$ cat config.mk
export PLATFORM = sky130hd
export DESIGN_NAME = modem_power_key_sequencer
export DESIGN_NICKNAME = d
export VERILOG_FILES = /design/src/rtl/mpks_pkg.sv /design/src/rtl/mpks_step.sv /design/src/rtl/modem_power_key_sequencer.sv
export SDC_FILE = /design/constraint.sdc
export NUM_CORES = 1
export LEC_CHECK = 0
export CAP_MARGIN = 30
export CORE_ASPECT_RATIO = 0.75
export CORE_MARGIN = 4
export CORE_UTILIZATION = 50
export DETAILED_ROUTE_END_ITERATION = 8
export DONT_BUFFER_PORTS = 1
export PLACE_DENSITY_LB_ADDON = 0.2
export SKIP_CTS_REPAIR_TIMING = 1
export SYNTH_ARGS = -nofsm -noshare
export SYNTH_HDL_FRONTEND = slang
export SYNTH_SLANG_ARGS = --single-unit
export TNS_END_PERCENT = 5
$ cat constraint.sdc
create_clock -name clk -period 3.9 [get_ports clk]
set_clock_uncertainty 0.05 [all_clocks]
set_input_delay 0.78 -clock clk [delete_from_list [all_inputs] [get_ports clk]]
set_output_delay 0.78 -clock clk [all_outputs]
set_load 0.02 [all_outputs]
$ cat src/rtl/mpks_pkg.sv
`timescale 1ns / 1ps
`default_nettype none

package mpks_pkg;

    localparam int COUNT_WIDTH = 16;
    localparam int CFG_WIDTH   = 16;
    localparam int IDX_WIDTH   = 3;
    localparam int PHASE_WIDTH = 3;
    localparam int KEY_WIDTH   = 2;

    localparam logic [COUNT_WIDTH-1:0] CNT_MAX = '1;

    // sequencer phases
    localparam logic [PHASE_WIDTH-1:0] PH_CHECK       = 3'd0;
    localparam logic [PHASE_WIDTH-1:0] PH_ON_PULL     = 3'd1;
    localparam logic [PHASE_WIDTH-1:0] PH_ON_RELEASE  = 3'd2;
    localparam logic [PHASE_WIDTH-1:0] PH_WAIT_ON     = 3'd3;
    localparam logic [PHASE_WIDTH-1:0] PH_OFF_PULL    = 3'd4;
    localparam logic [PHASE_WIDTH-1:0] PH_OFF_RELEASE = 3'd5;
    localparam logic [PHASE_WIDTH-1:0] PH_WAIT_OFF    = 3'd6;

    // key actions
    localparam logic [KEY_WIDTH-1:0] KEY_NONE    = 2'd0;
    localparam logic [KEY_WIDTH-1:0] KEY_PULL    = 2'd1;
    localparam logic [KEY_WIDTH-1:0] KEY_RELEASE = 2'd2;

    // register indexes
    localparam logic [IDX_WIDTH-1:0] REG_ON_LOW      = 3'd0;
    localparam logic [IDX_WIDTH-1:0] REG_ON_RELEASE  = 3'd1;
    localparam logic [IDX_WIDTH-1:0] REG_OFF_LOW     = 3'd2;
    localparam logic [IDX_WIDTH-1:0] REG_OFF_RELEASE = 3'd3;
    localparam logic [IDX_WIDTH-1:0] REG_OFF_POLL    = 3'd4;

    localparam logic [CFG_WIDTH-1:0] ON_LOW_RST      = 16'd1000;
    localparam logic [CFG_WIDTH-1:0] ON_RELEASE_RST  = 16'd5000;
    localparam logic [CFG_WIDTH-1:0] OFF_LOW_RST     = 16'd2500;
    localparam logic [CFG_WIDTH-1:0] OFF_RELEASE_RST = 16'd3000;
    localparam logic [CFG_WIDTH-1:0] OFF_POLL_RST    = 16'd50;

    typedef struct packed {
        logic [CFG_WIDTH-1:0] on_low;
        logic [CFG_WIDTH-1:0] on_release;
        logic [CFG_WIDTH-1:0] off_low;
        logic [CFG_WIDTH-1:0] off_release;
        logic [CFG_WIDTH-1:0] off_poll;
    } cfg_t;

    typedef struct packed {
        logic [PHASE_WIDTH-1:0] phase;
        logic [COUNT_WIDTH-1:0] elapsed;
        logic [COUNT_WIDTH-1:0] wait_ms;
    } seq_state_t;

    typedef struct packed {
        logic [KEY_WIDTH-1:0]   key_action;
        logic                   power_up_done;
        logic [PHASE_WIDTH-1:0] phase_now;
    } result_t;

    // load a wait so that the saturating counter can always reach it
    function automatic logic [COUNT_WIDTH-1:0] clamp_wait(input logic [CFG_WIDTH-1:0] v);
        logic [COUNT_WIDTH-1:0] r;
        if (32'(v) > 32'(CNT_MAX))
        begin
            r = CNT_MAX;
        end
        else
        begin
            r = COUNT_WIDTH'(v);
        end
        return r;
    endfunction

endpackage

`default_nettype wire

$ cat src/rtl/mpks_step.sv
`timescale 1ns / 1ps
`default_nettype none

module mpks_step (
    input  wire mpks_pkg::cfg_t       cfg,
    input  wire mpks_pkg::seq_state_t cur,
    input  wire logic                 modem_status,
    output mpks_pkg::seq_state_t      nxt,
    output mpks_pkg::result_t         res
);

    logic [mpks_pkg::COUNT_WIDTH-1:0] count;

    always_comb
    begin
        if (cur.elapsed != mpks_pkg::CNT_MAX)
        begin
            count = cur.elapsed + 1'b1;
        end
        else
        begin
            count = cur.elapsed;
        end

        nxt               = cur;
        nxt.elapsed       = count;
        res.key_action    = mpks_pkg::KEY_NONE;
        res.power_up_done = 1'b0;

        if (count >= cur.wait_ms)
        begin
            nxt.elapsed = '0;
            case (cur.phase)
                mpks_pkg::PH_CHECK:
                begin
                    nxt.phase   = modem_status ? mpks_pkg::PH_OFF_PULL : mpks_pkg::PH_ON_PULL;
                    nxt.wait_ms = '0;
                end
                mpks_pkg::PH_ON_PULL:
                begin
                    res.key_action = mpks_pkg::KEY_PULL;
                    nxt.wait_ms    = mpks_pkg::clamp_wait(cfg.on_low);
                    nxt.phase      = mpks_pkg::PH_ON_RELEASE;
                end
                mpks_pkg::PH_ON_RELEASE:
                begin
                    res.key_action = mpks_pkg::KEY_RELEASE;
                    nxt.wait_ms    = mpks_pkg::clamp_wait(cfg.on_release);
                    nxt.phase      = mpks_pkg::PH_WAIT_ON;
                end
                mpks_pkg::PH_WAIT_ON:
                begin
                    // wait keeps the on-release value, so the next check waits that long
                    if (modem_status)
                    begin
                        nxt.phase         = mpks_pkg::PH_CHECK;
                        res.power_up_done = 1'b1;
                    end
                end
                mpks_pkg::PH_OFF_PULL:
                begin
                    res.key_action = mpks_pkg::KEY_PULL;
                    nxt.wait_ms    = mpks_pkg::clamp_wait(cfg.off_low);
                    nxt.phase      = mpks_pkg::PH_OFF_RELEASE;
                end
                mpks_pkg::PH_OFF_RELEASE:
                begin
                    res.key_action = mpks_pkg::KEY_RELEASE;
                    nxt.wait_ms    = mpks_pkg::clamp_wait(cfg.off_release);
                    nxt.phase      = mpks_pkg::PH_WAIT_OFF;
                end
                mpks_pkg::PH_WAIT_OFF:
                begin
                    nxt.wait_ms = mpks_pkg::clamp_wait(cfg.off_poll);
                    if (!modem_status)
                    begin
                        nxt.phase = mpks_pkg::PH_ON_PULL;
                    end
                end
                default:
                begin
                    // unused phase: only the counter restarts
                end
            endcase
        end

        res.phase_now = nxt.phase;
    end

endmodule

`default_nettype wire

$ cat src/rtl/modem_power_key_sequencer.sv
`timescale 1ns / 1ps
`default_nettype none

// Modem power-key sequencer, one input item per millisecond tick.
// Input channel (in_valid / in_stall): modem_status, the status pin level.
// Output channel (out_valid / out_stall): key_action, power_up_done and
// phase_now, exactly one result item for each input item.
// Config channel (cfg_valid / cfg_ready / cfg_index / cfg_data): cfg_ready is
// always high; indexes 0..4 select the hold and poll times, others are ignored.
// Write configuration only while no item is in flight.
// The result is registered and appears in the cycle after the input item is accepted.
// Throughput: one item per cycle while in_stall is low; the phase update is a single compare
// and increment between the state registers and the result register.
// While the receiver stalls, the held result stays put and in_stall is raised
// only when the result register is full and stalled, so an item can still be
// taken in the cycle the result drains.
// Reset: phase returns to check, counter and wait clear (the first tick acts),
// registers take their default times and the result register empties.

module modem_power_key_sequencer (
    input  wire logic                               clk,
    input  wire logic                               rst_n,
    input  wire logic                               in_valid,
    output logic                                    in_stall,
    input  wire logic                               modem_status,
    output logic                                    out_valid,
    input  wire logic                               out_stall,
    output logic [mpks_pkg::KEY_WIDTH-1:0]          key_action,
    output logic                                    power_up_done,
    output logic [mpks_pkg::PHASE_WIDTH-1:0]        phase_now,
    input  wire logic                               cfg_valid,
    output logic                                    cfg_ready,
    input  wire logic [mpks_pkg::IDX_WIDTH-1:0]     cfg_index,
    input  wire logic [mpks_pkg::CFG_WIDTH-1:0]     cfg_data
);

    mpks_pkg::cfg_t       cfg_reg;
    mpks_pkg::seq_state_t state_reg;
    mpks_pkg::seq_state_t state_next;
    mpks_pkg::result_t    res_next;
    mpks_pkg::result_t    res_reg;
    logic                 out_valid_reg;
    logic                 in_take;

    assign cfg_ready = 1'b1;
    assign in_stall  = out_valid_reg && out_stall;
    assign in_take   = in_valid && !in_stall;

    always_ff @(posedge clk or negedge rst_n)
    begin
        if (!rst_n)
        begin
            cfg_reg.on_low      <= mpks_pkg::ON_LOW_RST;
            cfg_reg.on_release  <= mpks_pkg::ON_RELEASE_RST;
            cfg_reg.off_low     <= mpks_pkg::OFF_LOW_RST;
            cfg_reg.off_release <= mpks_pkg::OFF_RELEASE_RST;
            cfg_reg.off_poll    <= mpks_pkg::OFF_POLL_RST;
        end
        else if (cfg_valid)
        begin
            case (cfg_index)
                mpks_pkg::REG_ON_LOW:      cfg_reg.on_low      <= cfg_data;
                mpks_pkg::REG_ON_RELEASE:  cfg_reg.on_release  <= cfg_data;
                mpks_pkg::REG_OFF_LOW:     cfg_reg.off_low     <= cfg_data;
                mpks_pkg::REG_OFF_RELEASE: cfg_reg.off_release <= cfg_data;
                mpks_pkg::REG_OFF_POLL:    cfg_reg.off_poll    <= cfg_data;
                default:
                begin
                end
            endcase
        end
    end

    mpks_step u_step (
        .cfg          (cfg_reg),
        .cur          (state_reg),
        .modem_status (modem_status),
        .nxt          (state_next),
        .res          (res_next)
    );

    always_ff @(posedge clk or negedge rst_n)
    begin
        if (!rst_n)
        begin
            state_reg.phase   <= mpks_pkg::PH_CHECK;
            state_reg.elapsed <= '0;
            state_reg.wait_ms <= '0;
            out_valid_reg     <= 1'b0;
        end
        else
        begin
            if (in_take)
            begin
                state_reg <= state_next;
            end
            if (in_take)
            begin
                out_valid_reg <= 1'b1;
            end
            else if (!out_stall)
            begin
                out_valid_reg <= 1'b0;
            end
        end
    end

    always_ff @(posedge clk)
    begin
        if (in_take)
        begin
            res_reg <= res_next;
        end
    end

    assign out_valid     = out_valid_reg;
    assign key_action    = res_reg.key_action;
    assign power_up_done = res_reg.power_up_done;
    assign phase_now     = res_reg.phase_now;

endmodule

`default_nettype wire

==> flow_summary.yaml, run 1 <==
cts:
  clk_pin_slew_worst_paths_ns: 0.05
  cts-root-buf: "clkbuf_16"
  htreeDepth: 4
  cts_buffer_depth: 2
  numCtsBuffers: 17
  cts_tree: "done"
  cts_sinks: 122
  clock_insertion_delay_worst_skew_ns: 0.41
final_layout:
  utilization: 0.619
  final_area_mm2: 0.00735
  syn_to_final_growth_pct: 18.7
  nets: 583
  drive_gt1_frac: 0.410
  largest_register_ffs: 80
  n_antenna_cell: 0
  n_fill_cell: 891
placement:
  post-place-ws_ns: -0.0957
  dp_hpwl_um: 8730
  dpl-instance-area_mm2: 0.00650
  portBuffers: 0
  gp_congestion: 0.871
worst_setup_path:
  critical_path_class: "reg -> reg"
  worstSetupStartpointType: "flip-flop"
  worst_ep_required_time_ns: 4.14
  cp.arrival_ns: 4.15
  critPathMaxFanout: 8
  cp-end-kind: "flip-flop"
power_and_ir_drop:
  comb_power_share: 0.353
  intPower_mw: 3.51
  power_leakage_nw: 3.07
  power_frac_seq: 0.358
  p_per_area_mw_per_mm2: 713
  clockPowerShare: 0.289
  switchingPower_mw: 1.73
  switching_share: 0.331
  irDropWorstVdd_uv: 382
job:
  cap_viol_max_count: 0
synth:
  syn_nets: 558
  yosysTopAreaCell: "dfrtp_1"
  ys_async_sr_fraction: 0.951
  synth_cell_types: 52
  synth_seq_area_share: 0.503
  syn_area_per_cell_um2: 12.0
  yosys-top-cells-area: "dfrtp_1, mux2_2, dfstp_2"
  synth-main-ff-cell: "dfrtp_1"
  netlist_instances: 516
  ys_ff_latch: 122
  synth-edff-count: 6
  yosysWarnings: 0
  syn_area_mm2: 0.00619
  yosys.area.top_type_share: 0.364
hold_path:
  hp-class: "in -> async"
sta:
  final_hold_viol_count: 0
  rsz0062_at_grt: "yes"
  finalCriticalPeriod_ns: 3.91
  relSlewSlack: 0.373
  setup_tns_ns: -0.0355
  drv_slew: 0
  finalSetupViolCount: 8
  worst_hold_slack_ns: 0.166
  post-route-period-util: 1.00
  worst_slack_ns: -0.0102
  tightestPinTransition_ns: 0.940
  fmax_mhz: 256
floorplanning:
  ios: 34
  start_util: 0.522
  num_rows: 34
  dieArea_mm2: 0.0143
  fp.dieW_um: 137
  dieHeight_um: 104
  design.core.area_mm2: 0.0119
grt:
  first_global_vias: 4348
  grt_use_total: 0.198
  grt_start_max_net_pins: 117
  grt_pass1_wl_um: 22000
  overflow: 0
  antenna_found_initial: 0
detailed_routing:
  vias_per_cell: 5.89
  drc_errors: 0
  vias: 4219
  drt_iter0_drc: 177
  drt-pass1-iter-count: 4
  ant_nets: 0
  wire_per_inst_um: 19.2
  drt_wl_total_um: 13800
run_status:
  violations: "negative setup slack"
  status: "finished, violations left"
==> area by class of cell <==
type | count | area, um2 | share of cell area
clock buffer | 21 | 450 | 0.0613
clock inverter | 11 | 120 | 0.0163
multi-input combinational | 342 | 3050 | 0.414
timing repair buffer | 36 | 330 | 0.0449
tap | 162 | 203 | 0.0276
inverter | 22 | 82.6 | 0.0112
sequential | 122 | 3120 | 0.424
==> synthesized netlist by cell type (all sizes together), types with 7 or more instances <==
cell and number:
a21oi 35, a221oi 10, a22oi 7, and3 9, clkbuf 24, dfrtp 90, dfstp 26, ha 17
inv 22, mux2 106, mux2i 19, nand2 20, nand3 10, nor2 20, o21ai 10, o22ai 7
xnor2 10
==> final timing paths <==
check | cells after the start | startpoint | to | slack [ns]
setup / recovery | 13 | state_reg[29]$_DFFE_PN0P_ | state_reg[6]$_DFFE_PN0P_ | -0.01
hold / removal | 0 | rst_n | cfg_reg[34]$_DFFE_PN1P_ | 0.17
setup reg to reg | 13 | state_reg[29]$_DFFE_PN0P_ | state_reg[6]$_DFFE_PN0P_ | -0.01
min in group clk | 1 | in_valid | out_valid$_DFFE_PN0P_ | 0.44
max in group asynchronous | 1 | rst_n | state_reg[13]$_DFFE_PN0P_ | 2.87
hold reg to reg | 1 | cfg_reg[26]$_DFFE_PN0P_ | cfg_reg[26]$_DFFE_PN0P_ | 0.45
==> placed cells by master, fill, tap and decap left out, types with 4 or more instances in the layout <==
cell / netlist / layout
a22oi_1: 7 / 7
nand2_1: 20 / 18
clkbuf_16: 0 / 18
nand3_1: 10 / 8
and3_1: 9 / 5
o22ai_1: 7 / 7
mux2i_1: 19 / 19
a21oi_1: 35 / 35
a31oi_1: 6 / 5
a22o_1: 6 / 6
buf_4: 1 / 31
dfstp_2: 26 / 26
edfxtp_1: 6 / 6
nor2_1: 20 / 20
mux2_4: 10 / 16
a221oi_1: 10 / 10
clkinv_2: 0 / 4
dfrtp_1: 90 / 88
ha_1: 17 / 15
xnor2_1: 10 / 9
mux2_2: 96 / 90
inv_1: 22 / 22
o21ai_0: 10 / 10
==> critical path, cell delays in order, from the launching register on <==
cell	delay, ns
dfrtp_1	0.48
and3_2	0.30
nand2_1	0.11
or2_4	0.28
and4_4	0.17
xor2_2	0.14
ha_1	0.30
nand2_1	0.05
or4_1	0.51
o32a_1	0.37
and2_4	0.18
a211oi_4	0.32
clkbuf_16	0.24
mux2_4	0.30
==> routing by layer <==
layer	wire length, um	share of wire	vias up	global-route usage
met4	204	0.015	0	0.0597
met3	594	0.043	21	0.0566
met5	0	0	-	0
li1	-	-	1943	-
met1	6470	0.47	2153	0.273
met2	6500	0.47	102	0.305
==> metrics by stage <==
step	cells	power, mW
2_1_floorplan	516	3.08
3_3_place_gp	669	3.47
3_5_place_dp	670	3.54
4_1_cts	702	5.08
5_1_grt	716	5.57
6_report	716	5.24
==> power groups by stage <==
stage | combinational [mW] | clock, mW | sequential [mW]
floorplan | 1.29 | 0 | 1.79
global placement | 1.60 | 0 | 1.87
detailed placement | 1.65 | 0 | 1.89
CTS | 1.67 | 1.54 | 1.87
global route | 2.03 | 1.62 | 1.92
finish | 1.85 | 1.51 | 1.88
==> logic make-up (layout without fill, tap and decap cells) <==
family,after synthesis,after routing,synth area share
simple gates,88,88,0.0741
mux,125,125,0.229
other cells,1,1,0.000605
compound gates,99,99,0.107
flops,122,122,0.503
buf+inv,52,90,0.0345
xor+xnor,12,12,0.0170
fa+ha+maj,17,17,0.0343
Note: power is estimated with default switching activity, not from simulation.
==> run 2: changes to the inputs <==
- clock period: 3.9 -> 3.76 ns (I/O delays scaled with it)
==> flow_summary.yaml, run 2 (synthesized netlist as in run 1, its figures left out) <==
placement:
  portBuffers: 0
  gp_congestion: 0.901
  dp_hpwl_um: 8930
worst_setup_path:
  r2r-start: "state_reg[22]$_DFFE_PN0P_"
  crit_path_end: "state_reg[7]$_DFFE_PN0P_"
  crit_slowest_cell: "or4_1"
  cp.depth: 13
  worstSetupStartpointType: "flip-flop"
  reg2reg_to: "state_reg[7]$_DFFE_PN0P_"
  critical_path_class: "reg -> reg"
  critPathTopFamily: "simple AND/OR/NAND/NOR gates"
  max_stage_delay_ns: 0.53
  crit_top_cell: "and2_4"
  worst_ep_required_time_ns: 4.00
  cp_cell_sequence: "and4_1 -> nand2_1 -> a31oi_4 -> and2_4 -> xor2_1 -> ha_1 -> nand4_1 -> or4_1 -> o32a_1 -> and2_4 -> a211oi_4 -> clkbuf_16 -> mux2_4"
  rr_worst_depth: 13
  cp-end-kind: "flip-flop"
  rrSetupSlack_ns: -0.17
  critPathMaxFanout: 8
  cp.arrival_ns: 4.17
  path_buf_inv: 1
  critical_path.startpoint: "state_reg[22]$_DFFE_PN0P_"
sta:
  final_hold_viol_count: 0
  fmax_mhz: 255
  rsz0062_at_grt: "yes"
  relSlewSlack: 0.438
  finalCriticalPeriod_ns: 3.93
  tightestPinTransition_ns: 0.843
  setup_tns_ns: -2.46
  worst_slack_ns: -0.167
  finalSetupViolCount: 17
  post-route-period-util: 1.04
  drv_slew: 0
floorplanning:
  design.core.area_mm2: 0.0119
  num_rows: 34
  dieHeight_um: 104
  start_util: 0.522
  fp.dieW_um: 137
  ios: 34
  dieArea_mm2: 0.0143
final_layout:
  nets: 586
  n_antenna_cell: 0
  syn_to_final_growth_pct: 20.2
  seq_area_mm2: 0.00312
  largest_register_ffs: 80
  drive_gt1_frac: 0.409
  multi_input_area_mm2: 0.00302
  n_fill_cell: 899
  layout_common_cells: "mux2_2, dfrtp_1, a21oi_1, buf_4, dfstp_2"
grt:
  grt.busiest_layer: "met2"
  overflow: 0
  grtUsageMet2: 0.301
  grt_use_total: 0.204
  grt_pass1_wl_um: 22800
  antenna_found_initial: 0
  first_global_vias: 4410
  grt_start_max_net_pins: 117
  met3_usage: 0.0600
  grtUsageMet1: 0.296
cts:
  cts_tree: "done"
  clk_pin_slew_worst_paths_ns: 0.05
  numCtsBuffers: 17
  clock_insertion_delay_worst_skew_ns: 0.41
  cts_sinks: 122
  htreeDepth: 4
  cts-root-buf: "clkbuf_16"
  cts_buffer_depth: 2
detailed_routing:
  drc_errors: 0
  vias_per_cell: 5.91
  drt-pass1-iter-count: 5
  drt_iter0_drc: 271
  ant_nets: 0
  vias: 4248
  wire_per_inst_um: 19.7
  drt_wl_total_um: 14200
power_and_ir_drop:
  power.total_mw: 5.74
  power_leakage_nw: 3.13
  irDropWorstVdd_uv: 373
  p_per_area_mw_per_mm2: 771
job:
  cap_viol_max_count: 0
run_status:
  status: "finished, violations left"
  violations: "negative setup slack"
hold_path:
  hp-class: "in -> async"
run 2: cell count changes in the layout (fill, tap and decap cells not counted), sizes merged:
cell / before / now
buf: 34 / 37
bufinv: 2 / 5
clkbuf: 22 / 24
clkinv: 6 / 4
dlygate4sd3: 1 / 0
inv: 24 / 22
run 2: power breakdown:
group          internal, mW  switching, mW
registers              1.70          0.240
logic                 0.962          0.993
clock network          1.27          0.581
total                  3.93           1.81
run 2: how the worst min path moves through the flow:
stage / startpoint / endpoint / slack [ns] / cells after the start
2_1_floorplan: rst_n / cfg_reg[0]$_DFFE_PN0P_ / 0.41 / 0
3_5_place_dp: rst_n / cfg_reg[35]$_DFFE_PN0P_ / 0.41 / 0
6_report: rst_n / cfg_reg[19]$_DFFE_PN1P_ / 0.14 / 0
5_1_grt: rst_n / cfg_reg[73]$_DFFE_PN1P_ / 0.12 / 0
4_1_cts: rst_n / state_reg[33]$_DFFE_PN0P_ / -0.03 / 0
3_3_place_gp: rst_n / cfg_reg[49]$_DFFE_PN0P_ / 0.41 / 0
run 2: layout make-up:
type                       count  area share
clock buffer                  22      0.0666
multi-input combinational    342       0.406
timing repair buffer          39      0.0457
tap                          162      0.0272
sequential                   122       0.419
clock inverter                10      0.0249
inverter                      22      0.0111
run 2: per-layer routing:
metal	wire, um	share of wire	vias to the layer above
li1	-	-	1953
met2	6620	0.47	119
met4	108	0.0076	0
met3	764	0.054	12
met1	6680	0.47	2164
met5	0	0	-
run 2: worst register-to-register path, stage by stage (launching register included):
cell and delay (ns):
dfrtp_1 0.40, and4_1 0.31, nand2_1 0.15, a31oi_4 0.21
and2_4 0.18, xor2_1 0.08, ha_1 0.33, nand4_1 0.15
or4_1 0.53, o32a_1 0.40, and2_4 0.16, a211oi_4 0.32
clkbuf_16 0.23, mux2_4 0.30
run 2: stage by stage:
stage	hold slack (ns)	utilization	setup slack [ns]	std cells	area, um2
detailed placement	0.412	0.553	-0.107	680	6570
CTS	-0.0254	0.611	-0.163	712	7250
finish	0.139	0.627	-0.167	719	7440
global route	0.116	0.627	-0.321	719	7440
floorplan	0.406	-	-0.210	516	6210
global placement	0.412	0.553	0.0134	680	6570
